### src/hw/rtl/rlp_pkg.sv
// Package for the run-length bit packer: encoder step type and function.
// Depends on nothing; used by the top level.
`default_nettype none

package rlp_pkg;

  // Longest repeat run that fits in one count token.
  localparam int unsigned RunChunk = 8;

  // Widest group of code bits that one encoder step produces (token + byte).
  localparam int unsigned StepBits = 11;

  // Result of one encoder step: code bits (right aligned), their count,
  // and the updated run state.
  typedef struct packed {
    logic [StepBits-1:0] bits;
    logic [3:0]          cnt;
    logic [3:0]          run_length;
    logic                literal_open;
  } enc_t;

  // Encode one byte given whether the byte after it is equal.
  // An open literal run always has a run length of one, so closing it
  // never coincides with a full chunk.
  function automatic enc_t encode(input logic [7:0] ch, input logic next_equal,
                                  input logic [3:0] run_length,
                                  input logic literal_open);
    enc_t r;
    r.bits         = '0;
    r.cnt          = 4'd0;
    r.run_length   = run_length;
    r.literal_open = literal_open;
    if (next_equal) begin
      if (literal_open) begin
        // Count token of one closes the literal run.
        r.bits         = StepBits'(3'd0);
        r.cnt          = 4'd3;
        r.literal_open = 1'b0;
      end
      r.run_length = run_length + 4'd1;
      if (r.run_length > 4'(RunChunk)) begin
        r.bits       = {3'(RunChunk - 1), ch};
        r.cnt        = 4'd11;
        r.run_length = 4'd1;
      end
    end else if (run_length > 4'd1) begin
      r.bits         = {3'(run_length - 4'd1), ch};
      r.cnt          = 4'd11;
      r.literal_open = 1'b0;
      r.run_length   = 4'd1;
    end else if (literal_open) begin
      r.bits = StepBits'(ch);
      r.cnt  = 4'd8;
    end else begin
      r.bits         = {3'd0, ch};
      r.cnt          = 4'd11;
      r.literal_open = 1'b1;
    end
    return r;
  endfunction

endpackage

`default_nettype wire

### src/hw/rtl/rlp_if.sv
// Valid/ready channel interfaces for the run-length bit packer.
// Depends on nothing; used by the top level and its environment.
`default_nettype none

// Input channel: one raw message byte per word.
interface rlp_in_if;
  logic       valid;
  logic       ready;
  logic [7:0] in_char;
  logic       in_last;

  modport source (output valid, output in_char, output in_last, input ready);
  modport sink   (input valid, input in_char, input in_last, output ready);
endinterface

// Output channel: one packed code byte per word.
interface rlp_out_if;
  logic       valid;
  logic       ready;
  logic [7:0] out_byte;
  logic       out_last;

  modport source (output valid, output out_byte, output out_last, input ready);
  modport sink   (input valid, input out_byte, input out_last, output ready);
endinterface

`default_nettype wire

### src/hw/rtl/rle_literal_run_bit_packer.sv
// Run-length encoder with literal runs and an MSB-first bit packer.
// Depends on rlp_pkg and the channel interfaces in rlp_if.sv.
//
// Each input word is encoded in the cycle it is accepted: the held-back
// byte and, at the end of a message, the final byte are turned into code
// bits, joined to the leftover bits of earlier words, and the whole bytes
// are loaded into an output register of up to four bytes. That register
// drains one byte per cycle while the receiver is ready, and a new input
// word is accepted in the same cycle as the last byte of the previous one
// leaves (or at once if a word made no byte). A word therefore holds off
// the next one until all its bytes have left: ordinary words make at most
// two bytes, data that does not compress makes one byte per word (an open
// literal run adds a byte per word), and a message's last word up to four.
`default_nettype none

module rle_literal_run_bit_packer (
  input wire logic  clk,
  input wire logic  rst,
  rlp_in_if.sink    in_ch,
  rlp_out_if.source out_ch
);

  localparam int unsigned AccBits = 32;

  // Encoder state.
  logic [7:0] held_byte;
  logic       held_valid;
  logic [3:0] run_length;
  logic       literal_open;
  logic [6:0] pending_bits;
  logic [2:0] pending_count;

  // Output byte register: left-aligned bytes, count and end flag.
  logic [AccBits-1:0] out_data;
  logic [2:0]         out_cnt;
  logic               out_fin;

  logic in_fire;
  logic out_fire;

  rlp_pkg::enc_t e1;
  rlp_pkg::enc_t e2;

  logic [AccBits-1:0] acc1;
  logic [AccBits-1:0] acc2;
  logic [4:0]         total;
  logic [AccBits-1:0] aligned;
  logic [2:0]         n_bytes;
  logic [2:0]         rem;
  logic [6:0]         pend_next;

  // Handshake: accept when the output register will be empty this cycle.
  assign out_fire     = out_ch.valid && out_ch.ready;
  assign in_ch.ready  = (out_cnt == 3'd0) || ((out_cnt == 3'd1) && out_ch.ready);
  assign in_fire      = in_ch.valid && in_ch.ready;

  assign out_ch.valid    = (out_cnt != 3'd0);
  assign out_ch.out_byte = out_data[AccBits-1 -: 8];
  assign out_ch.out_last = out_fin && (out_cnt == 3'd1);

  // Encode the held byte against the new one, then the final byte if any.
  always_comb begin
    e1 = '0;
    e1.run_length   = run_length;
    e1.literal_open = literal_open;
    if (held_valid) begin
      e1 = rlp_pkg::encode(held_byte, held_byte == in_ch.in_char, run_length,
                           literal_open);
    end
    e2 = '0;
    e2.run_length   = e1.run_length;
    e2.literal_open = e1.literal_open;
    if (in_ch.in_last) begin
      e2 = rlp_pkg::encode(in_ch.in_char, 1'b0, e1.run_length, e1.literal_open);
    end
  end

  // Join leftover bits with the new code bits and split into bytes.
  always_comb begin
    acc1    = (AccBits'(pending_bits) << e1.cnt) | AccBits'(e1.bits);
    acc2    = (acc1 << e2.cnt) | AccBits'(e2.bits);
    total   = 5'(pending_count) + 5'(e1.cnt) + 5'(e2.cnt);
    aligned = acc2 << (6'd32 - {1'b0, total});
    rem     = total[2:0];
    n_bytes = {1'b0, total[4:3]} + {2'b00, (in_ch.in_last && (rem != 3'd0))};
    pend_next = 7'(acc2 & ((AccBits'(1) << rem) - AccBits'(1)));
  end

  // Encoder state registers.
  always_ff @(posedge clk) begin
    if (rst) begin
      held_byte     <= 8'd0;
      held_valid    <= 1'b0;
      run_length    <= 4'd1;
      literal_open  <= 1'b0;
      pending_bits  <= 7'd0;
      pending_count <= 3'd0;
    end else if (in_fire) begin
      if (in_ch.in_last) begin
        held_byte     <= 8'd0;
        held_valid    <= 1'b0;
        run_length    <= 4'd1;
        literal_open  <= 1'b0;
        pending_bits  <= 7'd0;
        pending_count <= 3'd0;
      end else begin
        held_byte     <= in_ch.in_char;
        held_valid    <= 1'b1;
        run_length    <= e1.run_length;
        literal_open  <= e1.literal_open;
        pending_bits  <= pend_next;
        pending_count <= rem;
      end
    end
  end

  // Output byte register: load on accept, shift out one byte per word sent.
  always_ff @(posedge clk) begin
    if (rst) begin
      out_cnt <= 3'd0;
      out_fin <= 1'b0;
    end else if (in_fire) begin
      out_cnt <= n_bytes;
      out_fin <= in_ch.in_last;
    end else if (out_fire) begin
      out_cnt <= out_cnt - 3'd1;
    end
  end

  always_ff @(posedge clk) begin
    if (in_fire) begin
      out_data <= aligned;
    end else if (out_fire) begin
      out_data <= out_data << 8;
    end
  end

endmodule

`default_nettype wire

### src/flat_wrapper.sv
// flat-port wrapper written by rule: the top's interface ports become plain ports
module rle_literal_run_bit_packer_flat 
  (clk, rst, in_ch_valid, in_ch_in_char, in_ch_in_last, in_ch_ready, out_ch_valid, out_ch_out_byte, out_ch_out_last, out_ch_ready);
  rlp_in_if in_ch_i ();
  rlp_out_if out_ch_i ();
  input wire logic clk;
  input wire logic rst;
  input wire logic [$bits(in_ch_i.valid)-1:0] in_ch_valid;
  input wire logic [$bits(in_ch_i.in_char)-1:0] in_ch_in_char;
  input wire logic [$bits(in_ch_i.in_last)-1:0] in_ch_in_last;
  output wire logic [$bits(in_ch_i.ready)-1:0] in_ch_ready;
  output wire logic [$bits(out_ch_i.valid)-1:0] out_ch_valid;
  output wire logic [$bits(out_ch_i.out_byte)-1:0] out_ch_out_byte;
  output wire logic [$bits(out_ch_i.out_last)-1:0] out_ch_out_last;
  input wire logic [$bits(out_ch_i.ready)-1:0] out_ch_ready;
  assign in_ch_i.valid = in_ch_valid;
  assign in_ch_i.in_char = in_ch_in_char;
  assign in_ch_i.in_last = in_ch_in_last;
  assign in_ch_ready = in_ch_i.ready;
  assign out_ch_valid = out_ch_i.valid;
  assign out_ch_out_byte = out_ch_i.out_byte;
  assign out_ch_out_last = out_ch_i.out_last;
  assign out_ch_i.ready = out_ch_ready;
  rle_literal_run_bit_packer u_core (.clk(clk), .rst(rst), .in_ch(in_ch_i), .out_ch(out_ch_i));
endmodule
### config.mk
export PLATFORM = sky130hd
export DESIGN_NAME = rle_literal_run_bit_packer_flat
export DESIGN_NICKNAME = d
export VERILOG_FILES = /design/src/hw/rtl/rlp_pkg.sv /design/src/hw/rtl/rlp_if.sv /design/src/hw/rtl/rle_literal_run_bit_packer.sv /design/src/flat_wrapper.sv
export SDC_FILE = /design/constraint.sdc
export NUM_CORES = 1
export LEC_CHECK = 0
export ABC_AREA = 1
export BUFFER_PORTS_ARGS = -buffer_cell sky130_fd_sc_hd__buf_2
export CAP_MARGIN = 20
export CORE_MARGIN = 1
export CORE_UTILIZATION = 40
export CTS_BUF_LIST = sky130_fd_sc_hd__clkbuf_4
export DETAILED_ROUTE_END_ITERATION = 8
export HOLD_SLACK_MARGIN = 0.05
export PLACE_DENSITY = 0.65
export SETUP_SLACK_MARGIN = 0.02
export SLEW_MARGIN = 20
export SYNTH_ARGS = -nofsm -noshare
export SYNTH_HDL_FRONTEND = slang
export SYNTH_SLANG_ARGS = --single-unit
export TNS_END_PERCENT = 50
### constraint.sdc
create_clock -name clk -period 7.05 [get_ports clk]
set_clock_uncertainty 0.1 [all_clocks]
set_input_delay 1.0575 -clock clk [delete_from_list [all_inputs] [get_ports clk]]
set_output_delay 1.0575 -clock clk [all_outputs]
set_load 0.01 [all_outputs]
==> results of run 1 <==
-- layout by cell type, fill, tap and decap left out, drive strengths merged --
cell type	synthesis	routed
diode	0	1
mux2i	1	1
o22ai	1	1
dfxtp	28	28
nand3b	1	1
nor2	40	40
xnor2	7	7
a31oi	2	2
a211oi	1	1
nand4	14	14
inv	83	84
nor3	8	8
ha	20	20
a21oi	38	38
buf	38	39
o21ai	35	35
xor2	3	3
clkbuf	16	9
clkinv	1	5
bufinv	0	1
fa	3	3
edfxtp	32	32
nand2	369	369
o21a	1	1
nand3	206	206
o211ai	4	4
or2	4	4
-- worst min-delay path: cells and delay by family (launching register included) --
family / cells / cell delay, ns
DFF: 1 / 0.31
AOI/OAI and AO/OA: 1 / 0.06
buffers and inverters: 1 / 0.06
-- sequential cells by signal, summed over array words and instances (netlist names) --
| signal | cells |
|---|---|
| u_core.run_length | 4 |
| u_core.held_byte | 8 |
| u_core.pending_bits | 7 |
| u_core.pending_count | 3 |
| u_core.held_valid | 1 |
| u_core.out_fin | 1 |
| u_core.out_cnt | 3 |
| u_core.out_data | 32 |
| u_core.literal_open | 1 |
-- final timing paths --
| path | end | slack (ns) | startpoint |
|---|---|---|---|
| max | u_core.out_data[16] | 0.89 | in_ch_in_char[5] |
| min | u_core.out_fin | 0.38 | u_core.out_fin |
| max reg2reg | u_core.out_data[16] | 0.99 | u_core.run_length[0] |
| min reg2reg | u_core.out_fin | 0.38 | u_core.out_fin |
-- area by class of cell --
class	count	area [µm²]
Multi-Input combinational cell	758	3812
Timing Repair Buffer	39	255.2
Tap cell	184	230.2
Antenna cell	1	2.502
Clock inverter	6	55.05
Clock buffer	9	67.56
Fill cell	1599	8272
Sequential cell	60	1521
Inverter	84	317.8
-- kinds of logic (layout without fill, tap and decap cells) --
kind of cell	after synthesis	in the layout
and+or+nand+nor	642	642
muxes	1	1
xor gates and xnor gates	10	10
other	0	1
AOI/OAI and AO/OA	82	82
DFF	60	60
buffers and inverters	138	138
adders and majority gates	23	23
-- routing by layer --
metal | share of wire (%) | GRT usage, % | vias to the layer above | wire (µm)
li1 | - | - | 3130 | -
met1 | 46 | 33.93 | 2807 | 7927
met2 | 45 | 37.92 | 216 | 7724
met3 | 6.7 | 3.388 | 28 | 1147
met4 | 2.4 | 8.660 | 0 | 416
met5 | 0 | 0 | - | 0
-- power breakdown --
| part | switching (W) | total (W) | internal (W) |
|---|---|---|---|
| Sequential | 0.0000386 | 0.000590 | 0.000552 |
| Clock | 0.000140 | 0.000244 | 0.000103 |
| Combinational | 0.00171 | 0.00249 | 0.000778 |
| Total | 0.00189 | 0.00332 | 0.00143 |
-- per-stage QoR --
stage	hold WS (ns)	cells
after floorplan	0.3443	956
after global placement	0.3547	1124
after detailed placement	0.3622	1124
after CTS	0.3800	1139
after global routing	0.4066	1141
final	0.3774	1141
==> results.json, run 1 <==
{
  "status": "finished clean",
  "final_cell_area_mm2": 0.006262,
  "synth_top_cells_by_count": "nand2_1, nand3_1, inv_1",
  "rsz0062_at_grt": "no",
  "grt_pass1_wl_um": 28700,
  "cts-root-buf": "clkbuf_4",
  "grt_use_total_pct": 24.30,
  "drt_first_pass_iters": 6,
  "synth.distinct_cells": 41,
  "worstMarginPinSlew_ns": 0.9352,
  "worst_r2r_path_depth": 30,
  "synthToLayoutAreaGrowth_pct": 5.457,
  "drive_gt1_share_pct": 11.51,
  "hold_depth": 2,
  "path_clk_slew_ns": 0.11,
  "synth_edf_count": 32,
  "syn_area_per_cell_um2": 6.212,
  "post-route-util_pct": 43.09,
  "crit_family": "simple AND/OR/NAND/NOR gates",
  "hold_viol_final": 0,
  "drtIter0Drc": 601,
  "vias": 6181,
  "setup_viol": 0,
  "finalPower_w": 0.003322,
  "wire_per_inst_um": 15.09,
  "relSlewSlack_pct": 37.58,
  "synth_top_family_by_area": "simple AND/OR/NAND/NOR gates",
  "postCtsHoldBufs": 0,
  "routed_wl_um": 17220,
  "synthArstFlopShare_pct": 0,
  "die_h_um": 123.8,
  "cts_tree": "done",
  "post-dp-hpwl_um": 13020,
  "path_depth": 31,
  "ys_seq_elements": 60,
  "postRouteAntennaNets": 0,
  "place_congestion": 0.9961,
  "max_freq_mhz": 162.4,
  "max_cap_viol_count": 0,
  "pre_cts_slack_ns": 0.5218,
  "core-area_mm2": 0.01453,
  "crit_path_end_kind": "flip-flop",
  "numClockSinks": 60,
  "synthSimpleGateAreaFrac_pct": 48.86,
  "crit_arrival_ns": 6.26,
  "io_pins": 24,
  "cpMostUsedCell": "inv_1",
  "critPathKind": "input pin to flip-flop",
  "drt_drc_violations_left": 0,
  "required_ns": 7.16,
  "cp_max_fo": 15,
  "grt_pass1_vias": 5668,
  "overflow": 0,
  "post_cts_buffers": 0,
  "synth_compound_area_share_pct": 8.239,
  "cts_max_path_buffers": 2,
  "via_per_inst": 5.417,
  "synthTopCellsByArea": "nand2_1, nand3_1, edfxtp_1",
  "start_kind": "input pin",
  "critPathMaxStageDelay_ns": 0.60,
  "rows": 44,
  "synth_xor_area_share_pct": 1.475,
  "crit_slowest_cell": "fa_1",
  "antenna_found_initial": 1,
  "power_density_mw_per_mm2": 530.4,
  "maxSlewViolCount": 0,
  "final_nets": 988,
  "synth_area_mm2": 0.005938,
  "syn-num-nets": 992,
  "io_buffers": 23,
  "grt_max_degree": 53,
  "fp.dieW_um": 123.8,
  "period_needed_ns": 6.157,
  "synthAdderAreaFrac_pct": 5.225,
  "cts-htree-levels": 3,
  "cts-resized-gates": 0,
  "fin_ws_ns": 0.8934,
  "setup_tns_ns": 0,
  "die-area_mm2": 0.01534,
  "synthMuxAreaShare_pct": 0.1686,
  "postPlaceCellArea_mm2": 0.006110,
  "peakVddDrop_uv": 426.6,
  "period_share_pct": 87.33,
  "ys_warn_count": 0,
  "synthDominantCellAreaShare_pct": 22.12,
  "clk_latency_ns": 0.44,
  "synth_top_area_cell": "nand2_1",
  "crit_buf_inv": 8,
  "p_leak_nw": 2.935,
  "hold_class": "flip-flop to flip-flop",
  "yosysMostFrequentCell": "nand2_1",
  "netlist_instances": 956,
  "yosysSeqAreaShare_pct": 25.62,
  "cts-buffers-inserted": 9,
  "initial_core_util_pct": 40.86,
  "ys.flop_type": "edfxtp_1"
}
No activity file was read; power rests on OpenSTA's default activity.
==> inputs of run 2 (changes only) <==
==> constraint.sdc (replaced) <==
create_clock -name clk -period 6.75 [get_ports clk]
set_clock_uncertainty 0.1 [all_clocks]
set_input_delay 1.0125 -clock clk [delete_from_list [all_inputs] [get_ports clk]]
set_output_delay 1.0125 -clock clk [all_outputs]
set_load 0.01 [all_outputs]
==> run 2 against run 1 <==
Compared with the run above: non-clock buffer count fell by 1; critical path depth did not move; sequential power rose by 6.3%; final cell count did not move; power rose by 5.8%; register-to-register slack got worse by 0.24 ns; largest power group unchanged.
==> results.json, run 2 (synthesis gave the netlist of run 1 again) <==
{
  "top_regs": "u_core.out_data x32, u_core.held_byte x8, u_core.pending_bits x7",
  "relSlewSlack_pct": 31.14,
  "io_buffers": 23,
  "rows": 44,
  "io_pins": 24,
  "wl_met3_um": 951,
  "max_cap_viol_count": 0,
  "mostFrequentLayoutCells": "nand2_1, nand3_1, inv_1",
  "cp_max_fo": 15,
  "postCtsHoldBufs": 0,
  "worstMarginPinSlew_ns": 1.029,
  "grt_pass1_vias": 5638,
  "peakVddDrop_uv": 426.8,
  "vias": 6152,
  "fillers": 1617,
  "power_density_mw_per_mm2": 558.7,
  "place_congestion": 0.9998,
  "drive_gt1_share_pct": 11.72,
  "die-area_mm2": 0.01534,
  "drt_drc_violations_left": 0,
  "crit_slowest_cell": "fa_1",
  "initial_core_util_pct": 40.86,
  "cts-resized-gates": 0,
  "cpMostUsedCell": "inv_1",
  "via_per_inst": 5.392,
  "place_inst": 1124,
  "hold_depth": 2,
  "cts-root-buf": "clkbuf_4",
  "rsz0062_at_grt": "no",
  "pre_cts_slack_ns": 0.4015,
  "start_kind": "flip-flop",
  "largest-register": "u_core.out_data",
  "crit_path_end_kind": "flip-flop",
  "wire_per_inst_um": 15.03,
  "max_freq_mhz": 166.6,
  "cts-buffers-inserted": 9,
  "routed_wl_um": 17150,
  "post_cts_buffers": 0,
  "synthToLayoutAreaGrowth_pct": 5.942,
  "antenna_found_initial": 0,
  "period_share_pct": 88.91,
  "grt_pass1_wl_um": 28480,
  "required_ns": 6.85,
  "critPathMaxStageDelay_ns": 0.60,
  "layout_commonest_cell": "nand2_1",
  "cts_max_path_buffers": 2,
  "wl_met1_um": 8052,
  "grt_use_total_pct": 24.18,
  "postPlaceCellArea_mm2": 0.006110,
  "postRouteAntennaNets": 0,
  "post-dp-hpwl_um": 13130,
  "overflow": 0,
  "cts_tree": "done",
  "setup_tns_ns": 0,
  "grt_max_degree": 52,
  "cts-htree-levels": 3,
  "wl_met2_um": 7768,
  "critPathKind": "flip-flop to flip-flop",
  "numClockSinks": 60,
  "worst_r2r_path_depth": 31,
  "fp.dieW_um": 123.8,
  "largest_reg_flops": 32,
  "crit_arrival_ns": 6.10,
  "path_clk_slew_ns": 0.12,
  "finalPower_w": 0.003515,
  "maxUsedRoutingLayer": "met4",
  "finalNonFillerCells": 1141,
  "hold_viol_final": 0,
  "drtIter0Drc": 550,
  "die_h_um": 123.8,
  "final_cell_area_mm2": 0.006291,
  "setup_viol": 0,
  "fin_ws_ns": 0.7488,
  "final_nets": 987,
  "drt_first_pass_iters": 5,
  "p_leak_nw": 2.951,
  "period_needed_ns": 6.001,
  "core-area_mm2": 0.01453,
  "maxSlewViolCount": 0,
  "hold_class": "flip-flop to flip-flop",
  "status": "finished clean",
  "clk_latency_ns": 0.45
}
[run 2: final cells by class]
cell class | instances | area (µm²) | area share (%)
multi-input cells | 758 | 3812 | 60.60
flip-flops and latches | 60 | 1521 | 24.18
inverters | 84 | 317.8 | 5.052
well taps | 184 | 230.2 | 3.660
repair buffers | 38 | 227.7 | 3.620
clock inverters | 6 | 103.9 | 1.651
clock buffers | 10 | 75.07 | 1.193
diodes | 1 | 2.502 | 0.03978
[run 2: critical path: cells and delay by family, from the launching register on]
family          cells  cell delay, ns
simple gates       12            1.28
buf+inv            10            1.26
flops               1            0.46
fa+ha+maj           5            1.72
compound gates      4            0.90
[run 2: where the power goes]
group	total (W)	leakage [nW]	switching [W]	internal, W
clock network	0.000335	0.0978	0.000146	0.000189
registers	0.000627	0.547	0.0000471	0.000579
logic	0.00255	2.31	0.00176	0.000792
[run 2: path summary, 6_finish.rpt]
check / end / slack (ns) / start
worst max register to register: u_core.out_data[16] / 0.75 / u_core.run_length[0]
worst max-delay path: u_core.out_data[16] / 0.75 / u_core.run_length[0]
worst min register to register: u_core.pending_count[0] / 0.37 / u_core.pending_count[0]
worst min-delay path: u_core.pending_count[0] / 0.37 / u_core.pending_count[0]
[run 2: metal layers]
layer	track usage (%)	up-vias
li1	-	3123
met1	33.46	2825
met2	38.26	176
met3	3.526	28
met4	8.133	0
met5	0	-
[run 2: per-stage QoR]
step	hold WS [ns]	utilization (%)
finish	0.3706	43.29
CTS	0.3720	43.27
detailed placement	0.3568	42.04
global route	0.3891	43.27
floorplan	0.3443	-
global placement	0.3546	42.04
==> inputs of run 3 (changes only) <==
--- a/config.mk
+++ b/config.mk
@@ -8,7 +8,7 @@
 export ABC_AREA = 1
 export BUFFER_PORTS_ARGS = -buffer_cell sky130_fd_sc_hd__buf_2
 export CAP_MARGIN = 20
-export CORE_MARGIN = 1
+export CORE_MARGIN = 3
 export CORE_UTILIZATION = 40
 export CTS_BUF_LIST = sky130_fd_sc_hd__clkbuf_4
 export DETAILED_ROUTE_END_ITERATION = 8
==> run 3 against run 2 <==
Compared with the run above: wire length shrank 0.69%; fmax grew 2.7%; critical path depth grew 1; register-to-register slack gained 0.20 ns; power shrank 0.88%; cell area shrank 0.24%; utilization grew 0.90 points.
==> results.json, run 3 (synthesis gave the netlist of run 1 again) <==
{
  "io_pins": 24,
  "largest-register": "u_core.out_data",
  "drive_gt1_share_pct": 11.80,
  "drtIter0Drc": 631,
  "via_per_inst": 5.405,
  "die_h_um": 127.8,
  "numClockSinks": 60,
  "vias": 6156,
  "required_ns": 6.86,
  "post-dp-hpwl_um": 13010,
  "setup_tns_ns": 0,
  "synthToLayoutAreaGrowth_pct": 5.689,
  "startpoint": "in_ch_in_char[5]",
  "relSlewSlack_pct": 51.44,
  "grt_pass1_vias": 5600,
  "rows": 43,
  "min_from": "u_core.pending_count[0]",
  "final_nets": 989,
  "postRouteAntennaNets": 0,
  "fillers": 1506,
  "period_share_pct": 86.57,
  "fin_ws_ns": 0.9065,
  "postCtsHoldBufs": 0,
  "initial_core_util_pct": 41.81,
  "start_kind": "input pin",
  "worstMarginPinSlew_ns": 0.7274,
  "place_congestion": 0.9566,
  "power_density_mw_per_mm2": 555.1,
  "core-area_mm2": 0.01420,
  "top_regs": "u_core.out_data x32, u_core.held_byte x8, u_core.pending_bits x7",
  "max_cap_viol_count": 0,
  "largest_reg_flops": 32,
  "layout_commonest_cell": "nand2_1",
  "pre_cts_slack_ns": 0.4853,
  "cts_max_path_buffers": 2,
  "critPathKind": "input pin to flip-flop",
  "place_inst": 1121,
  "crit_path_end_kind": "flip-flop",
  "grt_max_degree": 53,
  "cts-root-buf": "clkbuf_4",
  "status": "finished clean",
  "antenna_found_initial": 1,
  "peakVddDrop_uv": 404.4,
  "holdWs_ns": 0.3763,
  "rsz0062_at_grt": "no",
  "max_freq_mhz": 171.1,
  "postPlaceCellArea_mm2": 0.006112,
  "wire_per_inst_um": 14.95,
  "maxSlewViolCount": 0,
  "setup_viol": 0,
  "finalNonFillerCells": 1139,
  "fp.dieW_um": 127.8,
  "die-area_mm2": 0.01634,
  "drt_first_pass_iters": 5,
  "post_cts_buffers": 0,
  "cp_max_fo": 14,
  "period_needed_ns": 5.844,
  "cts_tree": "done",
  "final_cell_area_mm2": 0.006276,
  "overflow": 0,
  "crit_arrival_ns": 5.95,
  "multi_input_area_mm2": 0.003812,
  "grt_pass1_wl_um": 28510,
  "p_leak_nw": 2.947,
  "routed_wl_um": 17030,
  "hold_viol_final": 0,
  "worstReg2RegStart": "u_core.run_length[0]",
  "seq_area_mm2": 0.001521,
  "hold_class": "flip-flop to flip-flop",
  "crit_slowest_cell": "fa_1",
  "critPathMaxStageDelay_ns": 0.61,
  "grt_use_total_pct": 21.65,
  "mostFrequentLayoutCells": "nand2_1, nand3_1, inv_1",
  "clk_latency_ns": 0.45,
  "cts-buffers-inserted": 9,
  "io_buffers": 23,
  "path_clk_slew_ns": 0.11,
  "cts-htree-levels": 3,
  "cts-resized-gates": 0,
  "cpMostUsedCell": "inv_1",
  "drt_drc_violations_left": 0
}
run 3: cell count changes in the layout (fill, tap and decap cells not counted), sizes merged:
cell    change
buf         +2
bufinv      -2
clkbuf      +1
inv         +1
run 3: power by group:
group          total, W  leakage [nW]  internal [W]  switching (W)
combinational   0.00260          2.32      0.000820        0.00178
clock          0.000262        0.0763      0.000119       0.000143
sequential     0.000622         0.547      0.000576      0.0000462
run 3: final timing paths:
path	to	slack, ns	depth (start not counted)
setup / recovery	u_core.out_data[16]	0.91	32
hold / removal	u_core.pending_count[0]	0.38	2
setup reg to reg	u_core.out_data[16]	0.95	31
hold reg to reg	u_core.pending_count[0]	0.38	2
run 3: metal layers:
metal	wire length, µm	track usage (%)	vias up	part of all wire, %
li1	-	-	3132	-
met1	7977	30.94	2777	47
met2	7620	33.36	218	45
met3	1087	3.917	29	6.4
met4	347	6.367	0	2.0
met5	0	0	-	0
run 3: final cells by class:
class | instances | share of cell area (%)
Antenna cell | 1 | 0.03987
Clock buffer | 11 | 1.316
Clock inverter | 5 | 0.8174
Inverter | 84 | 5.064
Multi-Input combinational cell | 758 | 60.75
Sequential cell | 60 | 24.24
Tap cell | 180 | 3.589
Timing Repair Buffer | 40 | 4.187
run 3: critical path, delay by kind of cell:
kind / cells / cell delay (ns)
AOI/OAI and AO/OA: 4 / 0.61
and+or+nand+nor: 15 / 1.63
adders and majority gates: 4 / 1.54
buffers and inverters: 9 / 1.14
run 3: stage by stage:
step	power (W)	utilization (%)
global placement	0.003180	43.03
CTS	0.003446	43.97
detailed placement	0.003175	43.03
global route	0.003866	44.19
finish	0.003484	44.19
floorplan	0.002602	-
